**src/design/rld_pkg.sv**
```systemverilog
`default_nettype none
package rld_pkg;

   localparam int unsigned FRAME_PIXELS = 76800;
   localparam int unsigned OFFSET_W = 17;

   localparam logic [7:0] RUN_HOLD_LEN = 8'd255;

   typedef enum logic [2:0] {
      PH_HEADER   = 3'd0,
      PH_REPEAT   = 3'd1,
      PH_COUNT_LO = 3'd2,
      PH_COUNT_HI = 3'd3,
      PH_RUNS     = 3'd4
   } phase_type;

   typedef enum logic [0:0] {
      KIND_HEADER = 1'b0,
      KIND_RUN    = 1'b1
   } kind_type;

   typedef enum logic [7:0] {
      CSR_BG_COLOR = 8'd0,
      CSR_FG_COLOR = 8'd1
   } csr_index_type;

   typedef struct packed {
      logic                kind;
      logic [7:0]          repeat_count;
      logic [15:0]         run_total;
      logic [OFFSET_W-1:0] start_offset;
      logic [7:0]          run_length;
      logic [7:0]          fill_color;
      logic                last_run;
      logic                past_frame_end;
   } result_type;

   typedef struct packed {
      logic out_valid;
      logic skid_valid;
   } queue_status_type;

endpackage
`default_nettype wire

```
**src/design/rld_parser.sv**
```systemverilog
`default_nettype none
module rld_parser (
   input  wire logic               clock,
   input  wire logic               reset,
   input  wire logic               accept,
   input  wire logic [7:0]         stream_byte,
   input  wire logic [7:0]         bg_color,
   input  wire logic [7:0]         fg_color,
   output logic                    push,
   output rld_pkg::result_type     result
);

   localparam logic [rld_pkg::OFFSET_W-1:0] FRAME_END =
      rld_pkg::OFFSET_W'(rld_pkg::FRAME_PIXELS);

   rld_pkg::phase_type              phase_ff, phase_in;
   logic [1:0]                      flags_ff, flags_in;
   logic [7:0]                      repeat_ff, repeat_in;
   logic [7:0]                      count_lo_ff, count_lo_in;
   logic [15:0]                     runs_left_ff, runs_left_in;
   logic [rld_pkg::OFFSET_W-1:0]    offset_ff, offset_in;
   logic                            color_sel_ff, color_sel_in;

   logic [rld_pkg::OFFSET_W-1:0]    room;
   logic [rld_pkg::OFFSET_W-1:0]    byte_wide;
   logic [rld_pkg::OFFSET_W-1:0]    len;
   logic                            past;
   logic [15:0]                     total;
   logic [15:0]                     runs_dec;

   always_comb begin
      room      = (offset_ff < FRAME_END) ? (FRAME_END - offset_ff) : '0;
      byte_wide = rld_pkg::OFFSET_W'(stream_byte);
      past      = byte_wide > room;
      len       = past ? room : byte_wide;
      total     = {stream_byte, count_lo_ff};
      runs_dec  = runs_left_ff - 16'd1;
   end

   always_comb begin
      phase_in     = phase_ff;
      flags_in     = flags_ff;
      repeat_in    = repeat_ff;
      count_lo_in  = count_lo_ff;
      runs_left_in = runs_left_ff;
      offset_in    = offset_ff;
      color_sel_in = color_sel_ff;
      if (accept) begin
         case (phase_ff)
            rld_pkg::PH_HEADER: begin
               flags_in     = {stream_byte[7], stream_byte[5]};
               repeat_in    = '0;
               offset_in    = '0;
               color_sel_in = ~stream_byte[7];
               phase_in     = stream_byte[5] ? rld_pkg::PH_REPEAT : rld_pkg::PH_COUNT_LO;
            end
            rld_pkg::PH_REPEAT: begin
               repeat_in = stream_byte;
               phase_in  = rld_pkg::PH_COUNT_LO;
            end
            rld_pkg::PH_COUNT_LO: begin
               count_lo_in = stream_byte;
               phase_in    = rld_pkg::PH_COUNT_HI;
            end
            rld_pkg::PH_COUNT_HI: begin
               runs_left_in = total;
               phase_in     = (total == 16'd0) ? rld_pkg::PH_HEADER : rld_pkg::PH_RUNS;
            end
            rld_pkg::PH_RUNS: begin
               offset_in    = offset_ff + len;
               color_sel_in = (stream_byte != rld_pkg::RUN_HOLD_LEN) ? ~color_sel_ff
                                                                     : color_sel_ff;
               runs_left_in = runs_dec;
               if (runs_dec == 16'd0) begin
                  phase_in = rld_pkg::PH_HEADER;
               end
            end
            default: begin
               phase_in = rld_pkg::PH_HEADER;
            end
         endcase
      end
   end

   always_comb begin
      push   = 1'b0;
      result = '0;
      result.repeat_count = repeat_ff;
      case (phase_ff)
         rld_pkg::PH_COUNT_HI: begin
            push             = accept;
            result.kind      = rld_pkg::KIND_HEADER;
            result.run_total = total;
            result.last_run  = (total == 16'd0);
         end
         rld_pkg::PH_RUNS: begin
            push                  = accept;
            result.kind           = rld_pkg::KIND_RUN;
            result.start_offset   = offset_ff;
            result.run_length     = len[7:0];
            result.fill_color     = color_sel_ff ? fg_color : bg_color;
            result.last_run       = (runs_dec == 16'd0);
            result.past_frame_end = past;
         end
         default: begin
            push = 1'b0;
         end
      endcase
   end

   always_ff @(posedge clock) begin
      if (reset) begin
         phase_ff     <= rld_pkg::PH_HEADER;
         flags_ff     <= '0;
         repeat_ff    <= '0;
         count_lo_ff  <= '0;
         runs_left_ff <= '0;
         offset_ff    <= '0;
         color_sel_ff <= 1'b0;
      end else begin
         phase_ff     <= phase_in;
         flags_ff     <= flags_in;
         repeat_ff    <= repeat_in;
         count_lo_ff  <= count_lo_in;
         runs_left_ff <= runs_left_in;
         offset_ff    <= offset_in;
         color_sel_ff <= color_sel_in;
      end
   end

endmodule
`default_nettype wire

```
**src/design/rld_out_queue.sv**
```systemverilog
`default_nettype none
module rld_out_queue (
   input  wire logic                    clock,
   input  wire logic                    reset,
   input  wire logic                    push,
   input  rld_pkg::result_type          push_data,
   input  wire logic                    pop_ready,
   output logic                         space,
   output rld_pkg::result_type          out_data,
   output rld_pkg::queue_status_type    status
);

   logic                   out_valid_ff, out_valid_in;
   logic                   skid_valid_ff, skid_valid_in;
   rld_pkg::result_type    out_ff, out_in;
   rld_pkg::result_type    skid_ff, skid_in;
   logic                   pop;

   always_comb begin
      pop           = out_valid_ff & pop_ready;
      out_valid_in  = out_valid_ff;
      skid_valid_in = skid_valid_ff;
      out_in        = out_ff;
      skid_in       = skid_ff;
      if (skid_valid_ff) begin
         if (pop) begin
            out_in        = skid_ff;
            skid_valid_in = 1'b0;
         end
      end else if (push) begin
         if (!out_valid_ff || pop) begin
            out_in       = push_data;
            out_valid_in = 1'b1;
         end else begin
            skid_in       = push_data;
            skid_valid_in = 1'b1;
         end
      end else if (pop) begin
         out_valid_in = 1'b0;
      end
   end

   always_ff @(posedge clock) begin
      if (reset) begin
         out_valid_ff  <= 1'b0;
         skid_valid_ff <= 1'b0;
      end else begin
         out_valid_ff  <= out_valid_in;
         skid_valid_ff <= skid_valid_in;
      end
      out_ff  <= out_in;
      skid_ff <= skid_in;
   end

   assign space    = ~skid_valid_ff;
   assign out_data = out_ff;
   assign status   = {out_valid_ff, skid_valid_ff};

endmodule
`default_nettype wire

```
**src/design/toggle_run_length_frame_decoder_unit.sv**
```systemverilog
// Results are registered (output register, else skid entry). Throughput: one
// stream byte per cycle while the skid entry is empty; an output register plus
// one skid entry keep req_ready high while one result waits on rsp_ready.
// Reset (synchronous, active high): parser expects a header byte, queue empty,
// background color index 0, foreground color index 255.
`default_nettype none
module toggle_run_length_frame_decoder_unit (
   input  wire logic         clock,
   input  wire logic         reset,
   input  wire logic         req_valid,
   output logic              req_ready,
   input  wire logic [7:0]   req_stream_byte,
   output logic              rsp_valid,
   input  wire logic         rsp_ready,
   output logic              rsp_kind,
   output logic [7:0]        rsp_repeat_count,
   output logic [15:0]       rsp_run_total,
   output logic [16:0]       rsp_start_offset,
   output logic [7:0]        rsp_run_length,
   output logic [7:0]        rsp_fill_color,
   output logic              rsp_last_run,
   output logic              rsp_past_frame_end,
   input  wire logic         csr_valid,
   output logic              csr_ready,
   input  wire logic [7:0]   csr_index,
   input  wire logic [7:0]   csr_data
);

   logic [7:0]                      bg_color_ff, fg_color_ff;
   logic                            accept;
   logic                            push;
   logic                            space;
   rld_pkg::result_type             result;
   rld_pkg::result_type             out_data;
   rld_pkg::queue_status_type       status;

   assign csr_ready = 1'b1;

   always_ff @(posedge clock) begin
      if (reset) begin
         bg_color_ff <= 8'd0;
         fg_color_ff <= 8'd255;
      end else if (csr_valid) begin
         case (csr_index)
            rld_pkg::CSR_BG_COLOR: bg_color_ff <= csr_data;
            rld_pkg::CSR_FG_COLOR: fg_color_ff <= csr_data;
            default: begin
               bg_color_ff <= bg_color_ff;
            end
         endcase
      end
   end

   assign req_ready = space;
   assign accept    = req_valid & space;

   rld_parser u_parser (
      .clock       (clock),
      .reset       (reset),
      .accept      (accept),
      .stream_byte (req_stream_byte),
      .bg_color    (bg_color_ff),
      .fg_color    (fg_color_ff),
      .push        (push),
      .result      (result)
   );

   rld_out_queue u_queue (
      .clock     (clock),
      .reset     (reset),
      .push      (push),
      .push_data (result),
      .pop_ready (rsp_ready),
      .space     (space),
      .out_data  (out_data),
      .status    (status)
   );

   assign rsp_valid          = status.out_valid;
   assign rsp_kind           = out_data.kind;
   assign rsp_repeat_count   = out_data.repeat_count;
   assign rsp_run_total      = out_data.run_total;
   assign rsp_start_offset   = out_data.start_offset;
   assign rsp_run_length     = out_data.run_length;
   assign rsp_fill_color     = out_data.fill_color;
   assign rsp_last_run       = out_data.last_run;
   assign rsp_past_frame_end = out_data.past_frame_end;

   a_skid_behind_out: assert property (@(posedge clock) disable iff (reset)
      status.skid_valid |-> status.out_valid)
      else $error("skid entry held while output register empty");

   a_empty_after_reset: assert property (@(posedge clock) disable iff (reset)
      $past(reset) |-> !rsp_valid)
      else $error("result valid right after reset");

   a_empty_header_last: assert property (@(posedge clock) disable iff (reset)
      rsp_valid && (rsp_kind == rld_pkg::KIND_HEADER) && (rsp_run_total == 16'd0)
      |-> rsp_last_run)
      else $error("header with no runs not flagged last");

   a_run_total_zero: assert property (@(posedge clock) disable iff (reset)
      rsp_valid && (rsp_kind == rld_pkg::KIND_RUN) |-> (rsp_run_total == 16'd0))
      else $error("run result carries a run total");

endmodule
`default_nettype wire

```
**config.mk**
```make
export PLATFORM = sky130hd
export DESIGN_NAME = toggle_run_length_frame_decoder_unit
export DESIGN_NICKNAME = d
export VERILOG_FILES = /design/src/design/rld_pkg.sv /design/src/design/rld_parser.sv /design/src/design/rld_out_queue.sv /design/src/design/toggle_run_length_frame_decoder_unit.sv
export SDC_FILE = /design/constraint.sdc
export NUM_CORES = 1
export LEC_CHECK = 0
export ABC_CLOCK_PERIOD_IN_PS = 5760
export BUFFER_PORTS_ARGS = -buffer_cell sky130_fd_sc_hd__buf_2
export CORE_MARGIN = 2
export CORE_UTILIZATION = 44
export CTS_BUF_LIST = sky130_fd_sc_hd__clkbuf_16
export CTS_CLUSTER_SIZE = 12
export DETAILED_ROUTE_END_ITERATION = 8
export PLACE_DENSITY = 0.74
export SYNTH_ARGS = -nofsm -noshare
export SYNTH_HDL_FRONTEND = slang
export SYNTH_HIERARCHICAL = 1
export SYNTH_SLANG_ARGS = --single-unit
```
**constraint.sdc**
```tcl
create_clock -name clock -period 5.76 [get_ports clock]
set_input_delay 0.864 -clock clock [delete_from_list [all_inputs] [get_ports clock]]
set_output_delay 0.864 -clock clock [all_outputs]
set_load 0.005 [all_outputs]
```
==> run_results.csv, run 1 <==
group,metric,value,unit
worst_setup_path,reg2reg_depth,23,
clocking,cts_tree,"built",
finish,drive_above_1_share,0.223,
drt,drt_wl_total,22200,µm
drt,vias_per_cell,5.59,
power,pwr-share-clk,0.423,
finish,nFillCells,1889,
finish,layout.area.seq,5030,µm²
die,io-pin-count,92,
global_route,track_usage,0.190,
yosys,synthCells,887,
global_route,grt_remaining_overflow,0,
drt,vias,7027,
worst_hold_path,holdPathEnd,"u_queue/skid_ff[55]$_DFFE_PP_",
drt,wl_per_cell,17.6,µm
place,io_buffers,90,
worst_setup_path,r2r-start,"u_parser/offset_ff[1]$_SDFFE_PP0P_",
power,switchingPower,0.711,mW
die,rows,54,
global_route,grt_pass1_wl,35900,µm
finish,multi_input_area,4570,µm²
worst_setup_path,crit_fanout,16,
timing,fin_setup_tns,0,ps
timing,setup_violations,0,
worst_setup_path,path_class,"reg2reg",
worst_setup_path,crit_path_start_kind,"flop",
global_route,grt_pass1_vias,6848,
die,start_util,0.452,
clocking,ctsRootBufferMaster,"clkbuf_16",
finish,area.growth.synth_to_final,13.3,%
yosys,syn_area_per_cell,11.2,µm²
worst_setup_path,critPathSlowestCell,"dfxtp_1",
power,swShare,0.249,
worst_setup_path,cp.arrival,5590,ps
finish,finish.utilization,0.512,
power,leakagePower,4.36,nW
clocking,clock-sinks,191,
worst_setup_path,crit_required,6100,ps
power,p_int,2.15,mW
power,p_comb_frac,0.063,
timing,relSlewSlack,0.431,
timing,fin_crit,5250,ps
drt,initialDrtViolationCount,538,
clocking,cts.path.max_buffers,2,
die,die-area,23800,µm²
drt,drtAntennaViolNets,0,
finish,final_nets,1023,
power,max-vdd-ir-drop,0.189,mV
worst_setup_path,crit_path_cell_trace,"inv_1, ha_1, nor2b_1, a41o_1, o221ai_4, nand2_1, ha_1, nor2b_1, o21ai_0, a21oi_1, o21ai_1, nand4b_1, buf_4, mux2i_1, ha_1, inv_1, fa_1, nand2b_1, a21oi_1, o21a_1, o41ai_2, o211a_1, a211o_1",
yosys,synth_area,9930,µm²
power,seqPwrFrac,0.514,
worst_hold_path,worstHoldStart,"u_parser/repeat_ff[4]$_SDFFE_PP0P_",
die,die_w,154,µm
place,globalplace.congestion,0.896,
clocking,clk_pin_slew,80,ps
timing,rsz0062_at_grt,"no",
clocking,cts_buffers,17,
global_route,antenna_found_initial,0,
timing,min_period_over_period,0.912,
clocking,htree_levels,4,
timing,hold_violations,0,
yosys,ys.warnings.count,6,
timing,drv_slew,0,
global_route,grt_max_degree,79,
finish,diodes,0,
worst_hold_path,hp-class,"reg2reg",
worst_setup_path,r2r-end,"u_parser/offset_ff[16]$_SDFFE_PP0P_",
timing,tightest_slew,854,ps
drt,drc,0,
timing,whs,466,ps
job,cap_violations,0,
clocking,worstSkewPairLatency,440,ps
drt,dr.pass1.iters,5,
power,total_power,2.86,mW
worst_setup_path,end_kind,"flop",
worst_setup_path,slowest_delay,440,ps
worst_hold_path,holdPathStages,0,
die,core,22000,µm²
run_status,status,"finished clean",
die,die_h,154,µm
power,powerDensity,254,nW/µm²
place,dpl.hpwl,14800,µm
worst_setup_path,critPathMostFrequentCell,"ha_1",
timing,max_freq,0.190,GHz
timing,skew,9.34,ps
worst_setup_path,reg2reg_slack,510,ps
[worst max path at each step]
stage | from | to | slack (ps)
after detailed placement | u_parser/offset_ff[1]$_SDFFE_PP0P_ | u_parser/offset_ff[16]$_SDFFE_PP0P_ | 120
after floorplan | req_valid | u_queue/out_data[0]$_DFFE_PP_ | 330
after global placement | u_parser/offset_ff[0]$_SDFFE_PP0P_ | u_parser/offset_ff[16]$_SDFFE_PP0P_ | 320
after CTS | u_parser/offset_ff[1]$_SDFFE_PP0P_ | u_parser/offset_ff[16]$_SDFFE_PP0P_ | 100
after global routing | u_parser/offset_ff[1]$_SDFFE_PP0P_ | u_parser/offset_ff[16]$_SDFFE_PP0P_ | 80
final | u_parser/offset_ff[1]$_SDFFE_PP0P_ | u_parser/offset_ff[16]$_SDFFE_PP0P_ | 510
[cells in the final DEF, fill, tap and decap left out, types with 4 or more instances in the layout]
cell type / instances
edfxtp_1: 120
buf_2: 90
dfxtp_1: 70
nor2_1: 68
mux2i_1: 63
nand2_1: 60
mux2_2: 57
a21oi_1: 48
and2_1: 32
o21ai_0: 31
ha_1: 28
nand2b_1: 27
nand3_1: 26
clkbuf_16: 17
inv_1: 17
buf_4: 14
nor3_1: 14
o211ai_1: 14
xor2_1: 13
xnor2_1: 11
conb_1: 9
a221oi_1: 9
nor2b_1: 9
o21a_1: 8
nor4_1: 7
nand4_1: 7
inv_6: 5
clkinv_8: 5
a211oi_1: 5
or3_1: 5
mux2_1: 5
nor3b_1: 4
a31oi_1: 4
a22oi_1: 4
[metrics by stage]
stage | setup slack (ps) | instance area (µm²) | instances
after floorplan | 326 | 9950 | 894
after global routing | 84.4 | 11200 | 1258
after global placement | 315 | 10600 | 1224
after CTS | 104 | 11200 | 1256
final | 506 | 11200 | 1258
after detailed placement | 117 | 10600 | 1224
[area by class of cell]
cell class                 count  share of cell area
timing repair buffer         106              0.0530
sequential                   191               0.447
clock buffer                  17              0.0378
tap                          280              0.0312
multi-input combinational    630               0.406
inverter                      19             0.00757
clock inverter                15              0.0171
[per-layer routing]
layer / part of all wire / global-route usage
met1: 0.46 / 0.260
met2: 0.47 / 0.309
met3: 0.053 / 0.0353
met4: 0.016 / 0.0579
met5: 0 / 0
[sequential cells by signal, indices dropped and copies added, names as in the netlist, 3 cells and up]
name and cells:
bg_color_ff 8, fg_color_ff 8, u_parser/count_lo_ff 8, u_parser/offset_ff 17, u_parser/phase_ff 3, u_parser/repeat_ff 8, u_parser/runs_left_ff 16, u_queue/out_data 60
u_queue/skid_ff 60
[power groups by stage]
stage	logic [mW]	clock network, mW	registers, mW
4_1_cts	0.179	1.23	1.47
3_3_place_gp	0.174	0	1.50
5_1_grt	0.199	1.28	1.47
3_5_place_dp	0.177	0	1.50
6_report	0.182	1.21	1.47
2_1_floorplan	0.125	0	1.49
[worst max-delay path: cells and delay by family, from the launching register on]
family	cells	cell delay [ps]
buffers and inverters	3	400
muxes	1	220
and+or+nand+nor	5	850
AOI/OAI and AO/OA	10	2080
adders and majority gates	4	1180
DFF	1	440
[what timing repair did]
action	CTS	global route
setup endpoints to repair	0	8
hold buffers	0	0
resized for setup	0	1
setup buffers	0	2
Note: power is estimated with default switching activity, not from simulation.
==> run 2, diff against run 1 <==
--- a/config.mk
+++ b/config.mk
@@ -5,14 +5,14 @@
 export SDC_FILE = /design/constraint.sdc
 export NUM_CORES = 1
 export LEC_CHECK = 0
-export ABC_CLOCK_PERIOD_IN_PS = 5760
+export ABC_CLOCK_PERIOD_IN_PS = 5000
 export BUFFER_PORTS_ARGS = -buffer_cell sky130_fd_sc_hd__buf_2
 export CORE_MARGIN = 2
 export CORE_UTILIZATION = 44
 export CTS_BUF_LIST = sky130_fd_sc_hd__clkbuf_16
 export CTS_CLUSTER_SIZE = 12
 export DETAILED_ROUTE_END_ITERATION = 8
-export PLACE_DENSITY = 0.74
+export PLACE_DENSITY = 0.72
 export SYNTH_ARGS = -nofsm -noshare
 export SYNTH_HDL_FRONTEND = slang
 export SYNTH_HIERARCHICAL = 1
==> constraint.sdc (replaced) <==
create_clock -name clock -period 5 [get_ports clock]
set_input_delay 0.75 -clock clock [delete_from_list [all_inputs] [get_ports clock]]
set_output_delay 0.75 -clock clock [all_outputs]
set_load 0.005 [all_outputs]
==> run 2 against run 1 <==
Clock-buffer cell count unchanged. Power increased by 15%. Clock skew increased by 2.1 ps. First-iteration DRC count increased by 49%. Sequential power increased by 15%. Register-to-register slack got worse by 360 ps. Maximum frequency increased by 8.3%.
==> run_results.csv, run 2 (synthesis gave the netlist of run 1 again) <==
group,metric,value,unit
drt,initialDrtViolationCount,803,
worst_setup_path,reg2reg_slack,150,ps
global_route,antenna_found_initial,0,
clocking,clock-sinks,191,
clocking,cts_tree,"built",
global_route,grt_pass1_wl,36400,µm
die,die_w,154,µm
die,io-pin-count,92,
worst_setup_path,crit_path_start_kind,"flop",
finish,final_common_cell,"edfxtp_1",
timing,whs,465,ps
die,die_h,154,µm
global_route,grt_pass1_vias,6873,
timing,skew,11.4,ps
worst_setup_path,reg2reg_depth,22,
clocking,ctsHoldBuffers,0,
die,start_util,0.452,
drt,dr.pass1.iters,5,
timing,hold_violations,0,
finish,finish.utilization,0.525,
worst_setup_path,end_kind,"flop",
job,cap_violations,0,
timing,max_freq,0.206,GHz
drt,drt_wl_total,23000,µm
clocking,ctsRootBufferMaster,"clkbuf_16",
clocking,cts.path.max_buffers,2,
timing,rsz0062_at_grt,"yes",
worst_setup_path,crit_fanout,9,
clocking,worstSkewPairLatency,440,ps
drt,drc,0,
timing,drv_slew,0,
timing,fin_setup_tns,0,ps
timing,min_period_over_period,0.970,
place,io_buffers,90,
global_route,track_usage,0.193,
drt,vias_per_cell,5.59,
finish,area.growth.synth_to_final,16.1,%
drt,wl_per_cell,18.0,µm
die,die-area,23800,µm²
worst_setup_path,worstSetupStartpoint,"u_parser/offset_ff[1]$_SDFFE_PP0P_",
worst_setup_path,crit_end,"u_parser/offset_ff[16]$_SDFFE_PP0P_",
timing,setup_violations,0,
worst_setup_path,crit_required,5330,ps
clocking,htree_levels,4,
finish,final_nets,1047,
clocking,cts_buffers,17,
place,globalplace.congestion,0.898,
worst_setup_path,r2r-end,"u_parser/offset_ff[16]$_SDFFE_PP0P_",
drt,drtAntennaViolNets,0,
power,powerDensity,286,nW/µm²
timing,tightest_slew,840,ps
drt,vias,7161,
finish,layout_common_cells,"edfxtp_1 (120), buf_2 (91), dfxtp_1 (70)",
die,rows,54,
worst_setup_path,r2r-start,"u_parser/offset_ff[1]$_SDFFE_PP0P_",
place,dpl.hpwl,15300,µm
finish,nFillCells,1838,
finish,diodes,0,
clocking,clk_pin_slew,80,ps
worst_setup_path,cp.arrival,5180,ps
power,max-vdd-ir-drop,0.194,mV
timing,fin_crit,4850,ps
worst_hold_path,hp-class,"reg2reg",
timing,relSlewSlack,0.440,
finish,drive_above_1_share,0.255,
power,leakagePower,4.48,nW
run_status,status,"finished clean",
global_route,grt_max_degree,65,
global_route,grt_remaining_overflow,0,
die,core,22000,µm²
worst_setup_path,path_class,"reg2reg",
-- run 2: changes by cell type in the layout (fill, tap and decap cells not counted), sizes merged --
cell / change
buf: +24
inv: +3
clkinv: -2
bufinv: -1
-- run 2: power breakdown --
group	switching (mW)	internal, mW
registers	0.0200	1.67
logic	0.131	0.0862
clock network	0.695	0.684
-- run 2: what timing repair did --
action                                  4_1_cts  5_1_grt
setup buffers                                 0        8
gates resized for setup                       0       23
endpoints found under the setup margin        0        9
-- run 2: worst min path at each step --
stage               cells past startpoint                               start                            end
floorplan                               0  u_parser/repeat_ff[1]$_SDFFE_PP0P_  u_queue/skid_ff[52]$_DFFE_PP_
global placement                        0  u_parser/repeat_ff[7]$_SDFFE_PP0P_  u_queue/skid_ff[58]$_DFFE_PP_
detailed placement                      0  u_parser/repeat_ff[0]$_SDFFE_PP0P_  u_queue/skid_ff[51]$_DFFE_PP_
CTS                                     0  u_parser/repeat_ff[0]$_SDFFE_PP0P_  u_queue/skid_ff[51]$_DFFE_PP_
global route                            0  u_parser/repeat_ff[0]$_SDFFE_PP0P_  u_queue/skid_ff[51]$_DFFE_PP_
finish                                  0  u_parser/repeat_ff[4]$_SDFFE_PP0P_  u_queue/skid_ff[55]$_DFFE_PP_
-- run 2: metal layers --
metal	global-route usage	part of all wire
met1	0.261	0.46
met3	0.0339	0.044
met4	0.0659	0.018
met5	0	0
met2	0.316	0.48
-- run 2: cell type report --
type	count	area, µm²	area share
clock inverter	15	183	0.0159
sequential	191	5030	0.436
inverter	19	85.1	0.00738
tap	280	350	0.0304
clock buffer	17	425	0.0369
multi-input combinational	630	4660	0.405
timing repair buffer	130	788	0.0684
-- run 2: worst max-delay path: stages, from the launching register on --
cell and delay, ps:
dfxtp_1 340, inv_1 90, ha_1 200, nor2b_1 150
a41o_1 300, o221ai_4 260, buf_6 170, nand2_1 80
ha_1 330, a211oi_1 240, o21ai_0 170, o21ai_2 150
nand4b_1 140, buf_6 160, buf_4 140, mux2i_2 220
ha_2 320, o211ai_1 260, a21oi_1 120, o21a_4 150
o41ai_4 410, o21ai_1 100, a211o_1 260
-- run 2: stage by stage --
stage	cells	power (mW)	worst slack (ps)	instance area (µm²)
4_1_cts	1273	3.31	45.2	11300
6_report	1282	3.29	149	11500
3_3_place_gp	1241	1.93	268	10700
5_1_grt	1282	3.40	-130	11500
2_1_floorplan	894	1.87	37.4	9960
3_5_place_dp	1241	1.94	53.2	10700
